[config.mk]
export PLATFORM = sky130hd
export DESIGN_NAME = dns_name_label_decoder_unit_flat
export DESIGN_NICKNAME = d
export VERILOG_FILES = /design/src/rtl/dnld_pkg.sv /design/src/rtl/dnld_in_if.sv /design/src/rtl/dnld_out_if.sv /design/src/rtl/dnld_front.sv /design/src/rtl/dnld_fifo.sv /design/src/rtl/dnld_back.sv /design/src/rtl/dns_name_label_decoder_unit.sv /design/src/flat_wrapper.sv
export SDC_FILE = /design/constraint.sdc
export NUM_CORES = 1
export LEC_CHECK = 0
export BUFFER_PORTS_ARGS = -buffer_cell sky130_fd_sc_hd__clkbuf_2
export CAP_MARGIN = 20
export CORE_MARGIN = 3
export CORE_UTILIZATION = 61
export CTS_CLUSTER_SIZE = 40
export DETAILED_ROUTE_END_ITERATION = 10
export HOLD_SLACK_MARGIN = 0.12
export PLACE_DENSITY = 0.8
export SYNTH_ARGS = -nofsm -noshare
export SYNTH_HDL_FRONTEND = slang
export SYNTH_HIERARCHICAL = 1
export SYNTH_SLANG_ARGS = --single-unit
[constraint.sdc]
create_clock -name i_clk -period 3.95 [get_ports i_clk]
set_input_delay 0.1975 -clock i_clk [delete_from_list [all_inputs] [get_ports i_clk]]
set_output_delay 0.1975 -clock i_clk [all_outputs]
set_load 0.01 [all_outputs]
[src/rtl/dnld_pkg.sv]
package dnld_pkg;

    localparam int NAME_BUFFER_SIZE_DEF = 200;
    localparam int QUEUE_DEPTH          = 4;
    localparam logic [7:0] DOT_CHAR     = 8'h2E;

    typedef enum logic [1:0] {
        PH_IDLE  = 2'd0,
        PH_LEN   = 2'd1,
        PH_LABEL = 2'd2
    } t_phase;

    typedef enum logic [1:0] {
        ST_BUSY    = 2'd0,
        ST_DONE    = 2'd1,
        ST_OVERRUN = 2'd2
    } t_status;

    // command from the classifier to the emitter
    typedef struct packed {
        logic       clear;    // new name: reset the character count
        logic       emit;     // a result item follows from this command
        logic       counted;  // character subject to the name limit
        logic [7:0] ch;
        t_status    status;
        logic       last;
    } t_cmd;

    typedef struct packed {
        logic full;
        logic empty;
    } t_q_stat;

endpackage

[src/rtl/dnld_in_if.sv]
interface dnld_in_if;
    logic        valid;
    logic        ready;
    logic [7:0]  payload_byte;
    logic        first_byte;
    logic [15:0] payload_length;

    modport source (output valid, payload_byte, first_byte, payload_length, input ready);
    modport sink   (input valid, payload_byte, first_byte, payload_length, output ready);
endinterface

[src/rtl/dnld_out_if.sv]
interface dnld_out_if;
    logic       valid;
    logic       ready;
    logic [7:0] name_char;
    logic       char_valid;
    logic [1:0] status;
    logic       last;

    modport source (output valid, name_char, char_valid, status, last, input ready);
    modport sink   (input valid, name_char, char_valid, status, last, output ready);
endinterface

[src/rtl/dnld_front.sv]
module dnld_front (
    input  logic            i_clk,
    input  logic            i_rst_n,
    dnld_in_if.sink         i_in,
    input  dnld_pkg::t_q_stat i_q_stat,
    output logic            o_push,
    output dnld_pkg::t_cmd  o_cmd
);

    dnld_pkg::t_phase r_phase, n_phase;
    logic [15:0]      r_bytes_left, n_bytes_left;
    logic [7:0]       r_label_left, n_label_left;

    logic        w_accept;
    logic [15:0] w_first_left;
    logic [15:0] w_dec_left;
    logic [7:0]  w_label_dec;
    logic [16:0] w_len_plus1;

    assign i_in.ready = !i_q_stat.full;
    assign w_accept   = i_in.valid && i_in.ready;

    assign w_first_left = i_in.payload_length - 16'd1;
    assign w_dec_left   = (r_bytes_left != 16'd0) ? r_bytes_left - 16'd1 : 16'd0;
    assign w_label_dec  = (r_label_left != 8'd0) ? r_label_left - 8'd1 : 8'd0;
    // label plus the length byte after it, without wrap
    assign w_len_plus1  = {9'd0, i_in.payload_byte} + 17'd1;

    always_ff @(posedge i_clk) begin
        if (!i_rst_n) begin
            r_phase      <= dnld_pkg::PH_IDLE;
            r_bytes_left <= 16'd0;
            r_label_left <= 8'd0;
        end else begin
            r_phase      <= n_phase;
            r_bytes_left <= n_bytes_left;
            r_label_left <= n_label_left;
        end
    end

    always_comb begin
        n_phase      = r_phase;
        n_bytes_left = r_bytes_left;
        n_label_left = r_label_left;
        o_push       = 1'b0;
        o_cmd        = '{clear: 1'b0, emit: 1'b0, counted: 1'b0, ch: 8'd0,
                         status: dnld_pkg::ST_BUSY, last: 1'b0};
        if (w_accept) begin
            if (i_in.first_byte) begin
                o_push       = 1'b1;
                o_cmd.clear  = 1'b1;
                n_label_left = 8'd0;
                n_phase      = dnld_pkg::PH_IDLE;
                if (i_in.payload_length == 16'd0) begin
                    n_bytes_left = 16'd0;
                    o_cmd.emit   = 1'b1;
                    o_cmd.status = dnld_pkg::ST_OVERRUN;
                    o_cmd.last   = 1'b1;
                end else begin
                    n_bytes_left = w_first_left;
                    if (i_in.payload_byte == 8'd0) begin
                        o_cmd.emit   = 1'b1;
                        o_cmd.status = dnld_pkg::ST_DONE;
                        o_cmd.last   = 1'b1;
                    end else if (w_len_plus1 > {1'b0, w_first_left}) begin
                        o_cmd.emit   = 1'b1;
                        o_cmd.status = dnld_pkg::ST_OVERRUN;
                        o_cmd.last   = 1'b1;
                    end else begin
                        n_label_left = i_in.payload_byte;
                        n_phase      = dnld_pkg::PH_LABEL;
                    end
                end
            end else begin
                unique case (r_phase)
                    dnld_pkg::PH_LABEL: begin
                        n_bytes_left  = w_dec_left;
                        n_label_left  = w_label_dec;
                        if (w_label_dec == 8'd0) begin
                            n_phase = dnld_pkg::PH_LEN;
                        end
                        o_push        = 1'b1;
                        o_cmd.emit    = 1'b1;
                        o_cmd.counted = 1'b1;
                        o_cmd.ch      = i_in.payload_byte;
                    end
                    dnld_pkg::PH_LEN: begin
                        n_bytes_left = w_dec_left;
                        o_push       = 1'b1;
                        o_cmd.emit   = 1'b1;
                        if (i_in.payload_byte == 8'd0) begin
                            n_phase       = dnld_pkg::PH_IDLE;
                            o_cmd.counted = 1'b1;
                            o_cmd.ch      = dnld_pkg::DOT_CHAR;
                            o_cmd.status  = dnld_pkg::ST_DONE;
                            o_cmd.last    = 1'b1;
                        end else if (w_len_plus1 > {1'b0, w_dec_left}) begin
                            n_phase      = dnld_pkg::PH_IDLE;
                            o_cmd.status = dnld_pkg::ST_OVERRUN;
                            o_cmd.last   = 1'b1;
                        end else begin
                            n_label_left  = i_in.payload_byte;
                            n_phase       = dnld_pkg::PH_LABEL;
                            o_cmd.counted = 1'b1;
                            o_cmd.ch      = dnld_pkg::DOT_CHAR;
                        end
                    end
                    default: begin
                        // idle or unused code: byte ignored
                        n_phase = r_phase;
                    end
                endcase
            end
        end
    end

endmodule

[src/rtl/dnld_fifo.sv]
module dnld_fifo (
    input  logic              i_clk,
    input  logic              i_rst_n,
    input  logic              i_push,
    input  dnld_pkg::t_cmd    i_cmd,
    input  logic              i_pop,
    output dnld_pkg::t_cmd    o_head,
    output dnld_pkg::t_q_stat o_stat
);

    localparam int DEPTH = dnld_pkg::QUEUE_DEPTH;
    localparam int AW    = $clog2(DEPTH);
    localparam int CW    = $clog2(DEPTH + 1);

    dnld_pkg::t_cmd r_mem [DEPTH];
    logic [AW-1:0]  r_wr_ptr, n_wr_ptr;
    logic [AW-1:0]  r_rd_ptr, n_rd_ptr;
    logic [CW-1:0]  r_count, n_count;
    logic           w_do_push, w_do_pop;

    assign o_stat.full  = (r_count == CW'(DEPTH));
    assign o_stat.empty = (r_count == '0);
    assign w_do_push    = i_push && !o_stat.full;
    assign w_do_pop     = i_pop && !o_stat.empty;
    assign o_head       = r_mem[r_rd_ptr];

    always_comb begin
        n_wr_ptr = r_wr_ptr;
        n_rd_ptr = r_rd_ptr;
        n_count  = r_count;
        if (w_do_push) begin
            n_wr_ptr = (r_wr_ptr == AW'(DEPTH - 1)) ? '0 : r_wr_ptr + AW'(1);
        end
        if (w_do_pop) begin
            n_rd_ptr = (r_rd_ptr == AW'(DEPTH - 1)) ? '0 : r_rd_ptr + AW'(1);
        end
        if (w_do_push && !w_do_pop) begin
            n_count = r_count + CW'(1);
        end else if (w_do_pop && !w_do_push) begin
            n_count = r_count - CW'(1);
        end
    end

    always_ff @(posedge i_clk) begin
        if (!i_rst_n) begin
            r_wr_ptr <= '0;
            r_rd_ptr <= '0;
            r_count  <= '0;
        end else begin
            r_wr_ptr <= n_wr_ptr;
            r_rd_ptr <= n_rd_ptr;
            r_count  <= n_count;
        end
    end

    always_ff @(posedge i_clk) begin
        if (w_do_push) begin
            r_mem[r_wr_ptr] <= i_cmd;
        end
    end

endmodule

[src/rtl/dnld_back.sv]
module dnld_back #(
    parameter int NAME_BUFFER_SIZE = dnld_pkg::NAME_BUFFER_SIZE_DEF
) (
    input  logic              i_clk,
    input  logic              i_rst_n,
    input  dnld_pkg::t_cmd    i_head,
    input  dnld_pkg::t_q_stat i_q_stat,
    output logic              o_pop,
    dnld_out_if.source        o_out
);

    localparam int CW = $clog2(NAME_BUFFER_SIZE);
    localparam logic [CW-1:0] CHAR_LIMIT = CW'(NAME_BUFFER_SIZE - 1);

    logic [CW-1:0] r_chars, n_chars;
    logic          r_valid, n_valid;
    logic [7:0]    r_char, n_char;
    logic          r_char_valid, n_char_valid;
    logic [1:0]    r_status, n_status;
    logic          r_last, n_last;
    logic [CW-1:0] w_base;

    // commands that give no result never wait on the output register
    assign o_pop = !i_q_stat.empty
                   && (!i_head.emit || !r_valid || o_out.ready);
    assign w_base = i_head.clear ? '0 : r_chars;

    assign o_out.valid      = r_valid;
    assign o_out.name_char  = r_char;
    assign o_out.char_valid = r_char_valid;
    assign o_out.status     = r_status;
    assign o_out.last       = r_last;

    always_comb begin
        n_chars      = r_chars;
        n_valid      = r_valid;
        n_char       = r_char;
        n_char_valid = r_char_valid;
        n_status     = r_status;
        n_last       = r_last;
        if (r_valid && o_out.ready) begin
            n_valid = 1'b0;
        end
        if (o_pop) begin
            n_chars = w_base;
            if (i_head.emit) begin
                n_valid      = 1'b1;
                n_status     = i_head.status;
                n_last       = i_head.last;
                n_char       = 8'd0;
                n_char_valid = 1'b0;
                if (i_head.counted && (w_base < CHAR_LIMIT)) begin
                    n_chars      = w_base + CW'(1);
                    n_char       = i_head.ch;
                    n_char_valid = 1'b1;
                end
            end
        end
    end

    always_ff @(posedge i_clk) begin
        if (!i_rst_n) begin
            r_chars <= '0;
            r_valid <= 1'b0;
        end else begin
            r_chars <= n_chars;
            r_valid <= n_valid;
        end
    end

    always_ff @(posedge i_clk) begin
        r_char       <= n_char;
        r_char_valid <= n_char_valid;
        r_status     <= n_status;
        r_last       <= n_last;
    end

endmodule

[src/rtl/dns_name_label_decoder_unit.sv]
// dns name label decoder: one payload byte accepted per cycle while the command queue has room
// a result passes through the command queue and then the output register
// throughput: one item per cycle while the result side takes items, set by the classifier
// update and the emitter popping the four-entry command queue once per cycle
// reset: synchronous, active low; clears phase, counters, queue and output valid
module dns_name_label_decoder_unit #(
    parameter int NAME_BUFFER_SIZE = dnld_pkg::NAME_BUFFER_SIZE_DEF
) (
    input  logic        i_clk,
    input  logic        i_rst_n,
    dnld_in_if.sink     i_in,
    dnld_out_if.source  o_out
);

    dnld_pkg::t_cmd    w_push_cmd;
    dnld_pkg::t_cmd    w_head;
    dnld_pkg::t_q_stat w_q_stat;
    logic              w_push;
    logic              w_pop;

    dnld_front u_front (
        .i_clk    (i_clk),
        .i_rst_n  (i_rst_n),
        .i_in     (i_in),
        .i_q_stat (w_q_stat),
        .o_push   (w_push),
        .o_cmd    (w_push_cmd)
    );

    dnld_fifo u_fifo (
        .i_clk   (i_clk),
        .i_rst_n (i_rst_n),
        .i_push  (w_push),
        .i_cmd   (w_push_cmd),
        .i_pop   (w_pop),
        .o_head  (w_head),
        .o_stat  (w_q_stat)
    );

    dnld_back #(
        .NAME_BUFFER_SIZE (NAME_BUFFER_SIZE)
    ) u_back (
        .i_clk    (i_clk),
        .i_rst_n  (i_rst_n),
        .i_head   (w_head),
        .i_q_stat (w_q_stat),
        .o_pop    (w_pop),
        .o_out    (o_out)
    );

`ifndef SYNTHESIS
    a_queue_flags : assert property (@(posedge i_clk) disable iff (!i_rst_n)
        !(w_q_stat.full && w_q_stat.empty))
        else $error("queue both full and empty");

    a_ready_full : assert property (@(posedge i_clk) disable iff (!i_rst_n)
        !i_in.ready |-> w_q_stat.full)
        else $error("input stalled with room in the queue");

    a_dropped_zero : assert property (@(posedge i_clk) disable iff (!i_rst_n)
        (o_out.valid && !o_out.char_valid) |-> (o_out.name_char == 8'd0))
        else $error("dropped item carries a character");

    a_busy_not_last : assert property (@(posedge i_clk) disable iff (!i_rst_n)
        (o_out.valid && (o_out.status == dnld_pkg::ST_BUSY)) |-> !o_out.last)
        else $error("in-progress item marked last");

    a_push_after_pop : assert property (@(posedge i_clk) disable iff (!i_rst_n)
        (w_pop && w_head.emit) |=> o_out.valid)
        else $error("emitted command left no result");
`endif

endmodule

[src/flat_wrapper.sv]
// flat-port wrapper written by rule: the top's interface ports become plain ports
module dns_name_label_decoder_unit_flat 
#(
    parameter int NAME_BUFFER_SIZE = dnld_pkg::NAME_BUFFER_SIZE_DEF
)
  (i_clk, i_rst_n, i_in_valid, i_in_payload_byte, i_in_first_byte, i_in_payload_length, i_in_ready, o_out_valid, o_out_name_char, o_out_char_valid, o_out_status, o_out_last, o_out_ready);
  dnld_in_if i_in_i ();
  dnld_out_if o_out_i ();
  input  logic i_clk;
  input  logic i_rst_n;
  input wire logic [$bits(i_in_i.valid)-1:0] i_in_valid;
  input wire logic [$bits(i_in_i.payload_byte)-1:0] i_in_payload_byte;
  input wire logic [$bits(i_in_i.first_byte)-1:0] i_in_first_byte;
  input wire logic [$bits(i_in_i.payload_length)-1:0] i_in_payload_length;
  output wire logic [$bits(i_in_i.ready)-1:0] i_in_ready;
  output wire logic [$bits(o_out_i.valid)-1:0] o_out_valid;
  output wire logic [$bits(o_out_i.name_char)-1:0] o_out_name_char;
  output wire logic [$bits(o_out_i.char_valid)-1:0] o_out_char_valid;
  output wire logic [$bits(o_out_i.status)-1:0] o_out_status;
  output wire logic [$bits(o_out_i.last)-1:0] o_out_last;
  input wire logic [$bits(o_out_i.ready)-1:0] o_out_ready;
  assign i_in_i.valid = i_in_valid;
  assign i_in_i.payload_byte = i_in_payload_byte;
  assign i_in_i.first_byte = i_in_first_byte;
  assign i_in_i.payload_length = i_in_payload_length;
  assign i_in_ready = i_in_i.ready;
  assign o_out_valid = o_out_i.valid;
  assign o_out_name_char = o_out_i.name_char;
  assign o_out_char_valid = o_out_i.char_valid;
  assign o_out_status = o_out_i.status;
  assign o_out_last = o_out_i.last;
  assign o_out_i.ready = o_out_ready;
  dns_name_label_decoder_unit #(.NAME_BUFFER_SIZE(NAME_BUFFER_SIZE)) u_core (.i_clk(i_clk), .i_rst_n(i_rst_n), .i_in(i_in_i), .o_out(o_out_i));
endmodule
==> impl_metrics.ini <==
[outcome]
status = complete, no violations

[flow_run]
cap_viol_max_count = 0

[placement]
dp_cells = 778
routabilityCongestion = 0.948
port_buffers = 42
place_hpwl_mm = 10.6

[critical_path]
reg2reg_to = u_core/u_fifo/r_mem[2][2]
criticalPathCategory = reg -> reg
startpoint = u_core/u_front/r_bytes_left[6]
timing.rr.start = u_core/u_front/r_bytes_left[6]
slowest_stage = or2_2
r2r_cells = 13
reg2reg_slack_ps = 300
crit_required_ps = 4050
crit_path_end = u_core/u_fifo/r_mem[2][2]
worstPathMaxFanout = 9
crit_path_cell_trace = nor3_1 > nand4_1 > or2_2 > nand2_1 > ha_1 > nand4_1 > nor2_1 > a21oi_1 > o21ai_0 > buf_4 > nor3b_1 > a21oi_1 > a2111oi_2
worstSetupStartpointType = register
endpoint_kind = register
cp.arrival_ps = 3750
max_stage_delay_ps = 470

[floorplan]
die_w_um = 109
die_area_um2 = 11900
ios = 43
fp-row-count = 37
core-area_um2 = 10300
start_util = 0.628
die_y_um = 109

[routing]
firstDrtPassIters = 5
wirelength_mm = 14.4
vias_per_cell = 6.42
routedWlPerCell_um = 18.1
via_count = 5097
first_iter_violations = 391
drc_errors = 0
ant_nets = 0

[sta]
drv_slew = 0
finalClockSkew_ps = 14.1
worst_pin_slew_ps = 771
finalSetupTns_ps = 0
fin_crit_ps = 3650
hold_viol = 0
rsz0062_at_grt = false
setup_violations = 0
fmax_mhz = 274
fin_crit_sh = 0.923
relSlewSlack = 0.486

[grt]
grt_overflow = 0
antenna_found_initial = 0
grt_usage = 0.263
grt_pass1_vias = 5060
grt_first_pass_wirelength_mm = 24.6
grt_max_degree = 34

[yosys]
synthCells = 623
synth_nets = 687
synth_edf_count = 68
synth_area_per_cell_um2 = 10.4
yosysMostFrequentCell = edfxtp_1
syn_area_um2 = 6480
yosysSeqAreaShare = 0.451
synthArstFlopShare = 0
yosys_warnings = 6
yosys.area.top_type = edfxtp_1
ys_ff_latch = 112
synth_area_leaders = edfxtp_1 (31%), dfxtp_1 (14%), ha_1 (6.6%)
ys.flop_type = edfxtp_1
yosysUniqueCellTypes = 69
synth.cells.most_frequent = edfxtp_1 (68), nand2_1 (48), dfxtp_1 (44), nor2_1 (44), ha_1 (34)
synth_top_area_frac = 0.315

[clocking]
cts_resized = 0
htree_num_levels = 3
cts_setup_buffers = 0
clk_pin_slew_worst_paths_ps = 110
cts-hold-fix-buffers = 0
clockRootBuffer = clkbuf_8
clockBufferDepth = 2
cts.sinks = 112
cts_inserted_buffers = 9
clk_latency_ps = 370
cts_tree = yes

[final_layout]
syn_to_final_growth_pct = 6.95
drive_gt1_frac = 0.152
utilization = 0.672
fin_nets = 717
fill_cells = 782
final_cells = 794
diodes = 0

[power_and_ir_drop]
leakage_nw = 2.54
ir_drop_mv = 0.235
p_per_area_nw_per_um2 = 523

[worst_hold_path]
hold_class = in -> reg
cell type report:
class	count	area, µm²	area share
clock buffer	9	124	0.0179
timing repair buffer	49	263	0.0379
clock inverter	7	46.3	0.00668
inverter	24	90.1	0.0130
sequential	112	2920	0.422
multi-input combinational	457	3320	0.478
tap	136	170	0.0245
kinds of logic after synthesis:
family | Yosys count | share of synthesized area
and+or+nand+nor | 223 | 0.186
AOI/OAI and AO/OA | 151 | 0.161
DFF | 112 | 0.451
buffers and inverters | 54 | 0.0380
adders and majority gates | 35 | 0.0687
xor gates and xnor gates | 29 | 0.0392
muxes | 19 | 0.0564
critical path: cells and delay by family, from the launching register on:
kind,cells,cell delay [ps]
simple gates,7,1760
flops,1,390
fa+ha+maj,1,260
compound gates,4,810
buf+inv,1,160
where the power goes:
group	internal (mW)	switching (mW)	total, mW
clock	0.231	0.379	0.610
combinational	0.595	0.847	1.44
sequential	1.45	0.129	1.58
worst min-delay path by stage:
| stage | slack [ps] | endpoint | startpoint | cells past startpoint |
|---|---|---|---|---|
| finish | 210 | u_core/u_back/o_out.valid | o_out_ready | 3 |
| global route | 230 | u_core/u_back/o_out.valid | o_out_ready | 3 |
| floorplan | 340 | u_core/u_front/r_phase[1] | i_rst_n | 2 |
| global placement | 440 | u_core/u_back/r_chars[7] | u_core/u_back/r_chars[7] | 2 |
| CTS | 190 | u_core/u_back/o_out.valid | o_out_ready | 3 |
| detailed placement | 450 | u_core/u_back/r_chars[7] | u_core/u_back/r_chars[7] | 2 |
cells in the final DEF, fill, tap and decap left out, drive strengths merged, types with 19 or more instances in the layout:
master   n
edfxtp  68
o21ai   32
ha      34
nand2   48
inv     29
dfxtp   44
a21oi   33
clkbuf  51
nor2    44
xnor2   19
sequential cells by signal, indices dropped and copies added (netlist names), 2 cells and up, named ones only:
signal                         flops
u_core/u_back/o_out.name_char      8
u_core/u_back/o_out.status         2
u_core/u_back/r_chars              8
u_core/u_fifo/r_count              3
u_core/u_fifo/r_mem               56
u_core/u_fifo/r_rd_ptr             2
u_core/u_fifo/r_wr_ptr             2
u_core/u_front/r_bytes_left       16
u_core/u_front/r_label_left        8
u_core/u_front/r_phase             2
metrics by stage:
step	worst slack (ps)	total power [mW]	instance area, µm²	hold slack (ps)
after global routing	21.8	3.90	6930	225
after detailed placement	256	3.02	6760	455
final	304	3.63	6930	211
after CTS	373	3.63	6930	194
after global placement	379	2.95	6760	444
after floorplan	595	2.65	6480	336
per-layer routing:
layer,GRT usage,vias up,share of wire,wire (µm)
met3,0.0485,34,0.061,884
met5,0,-,0,0
met2,0.448,194,0.50,7210
met4,0.0920,0,0.026,370
li1,-,2409,-,-
met1,0.337,2460,0.41,5950
Note: power is estimated with default switching activity, not from simulation.
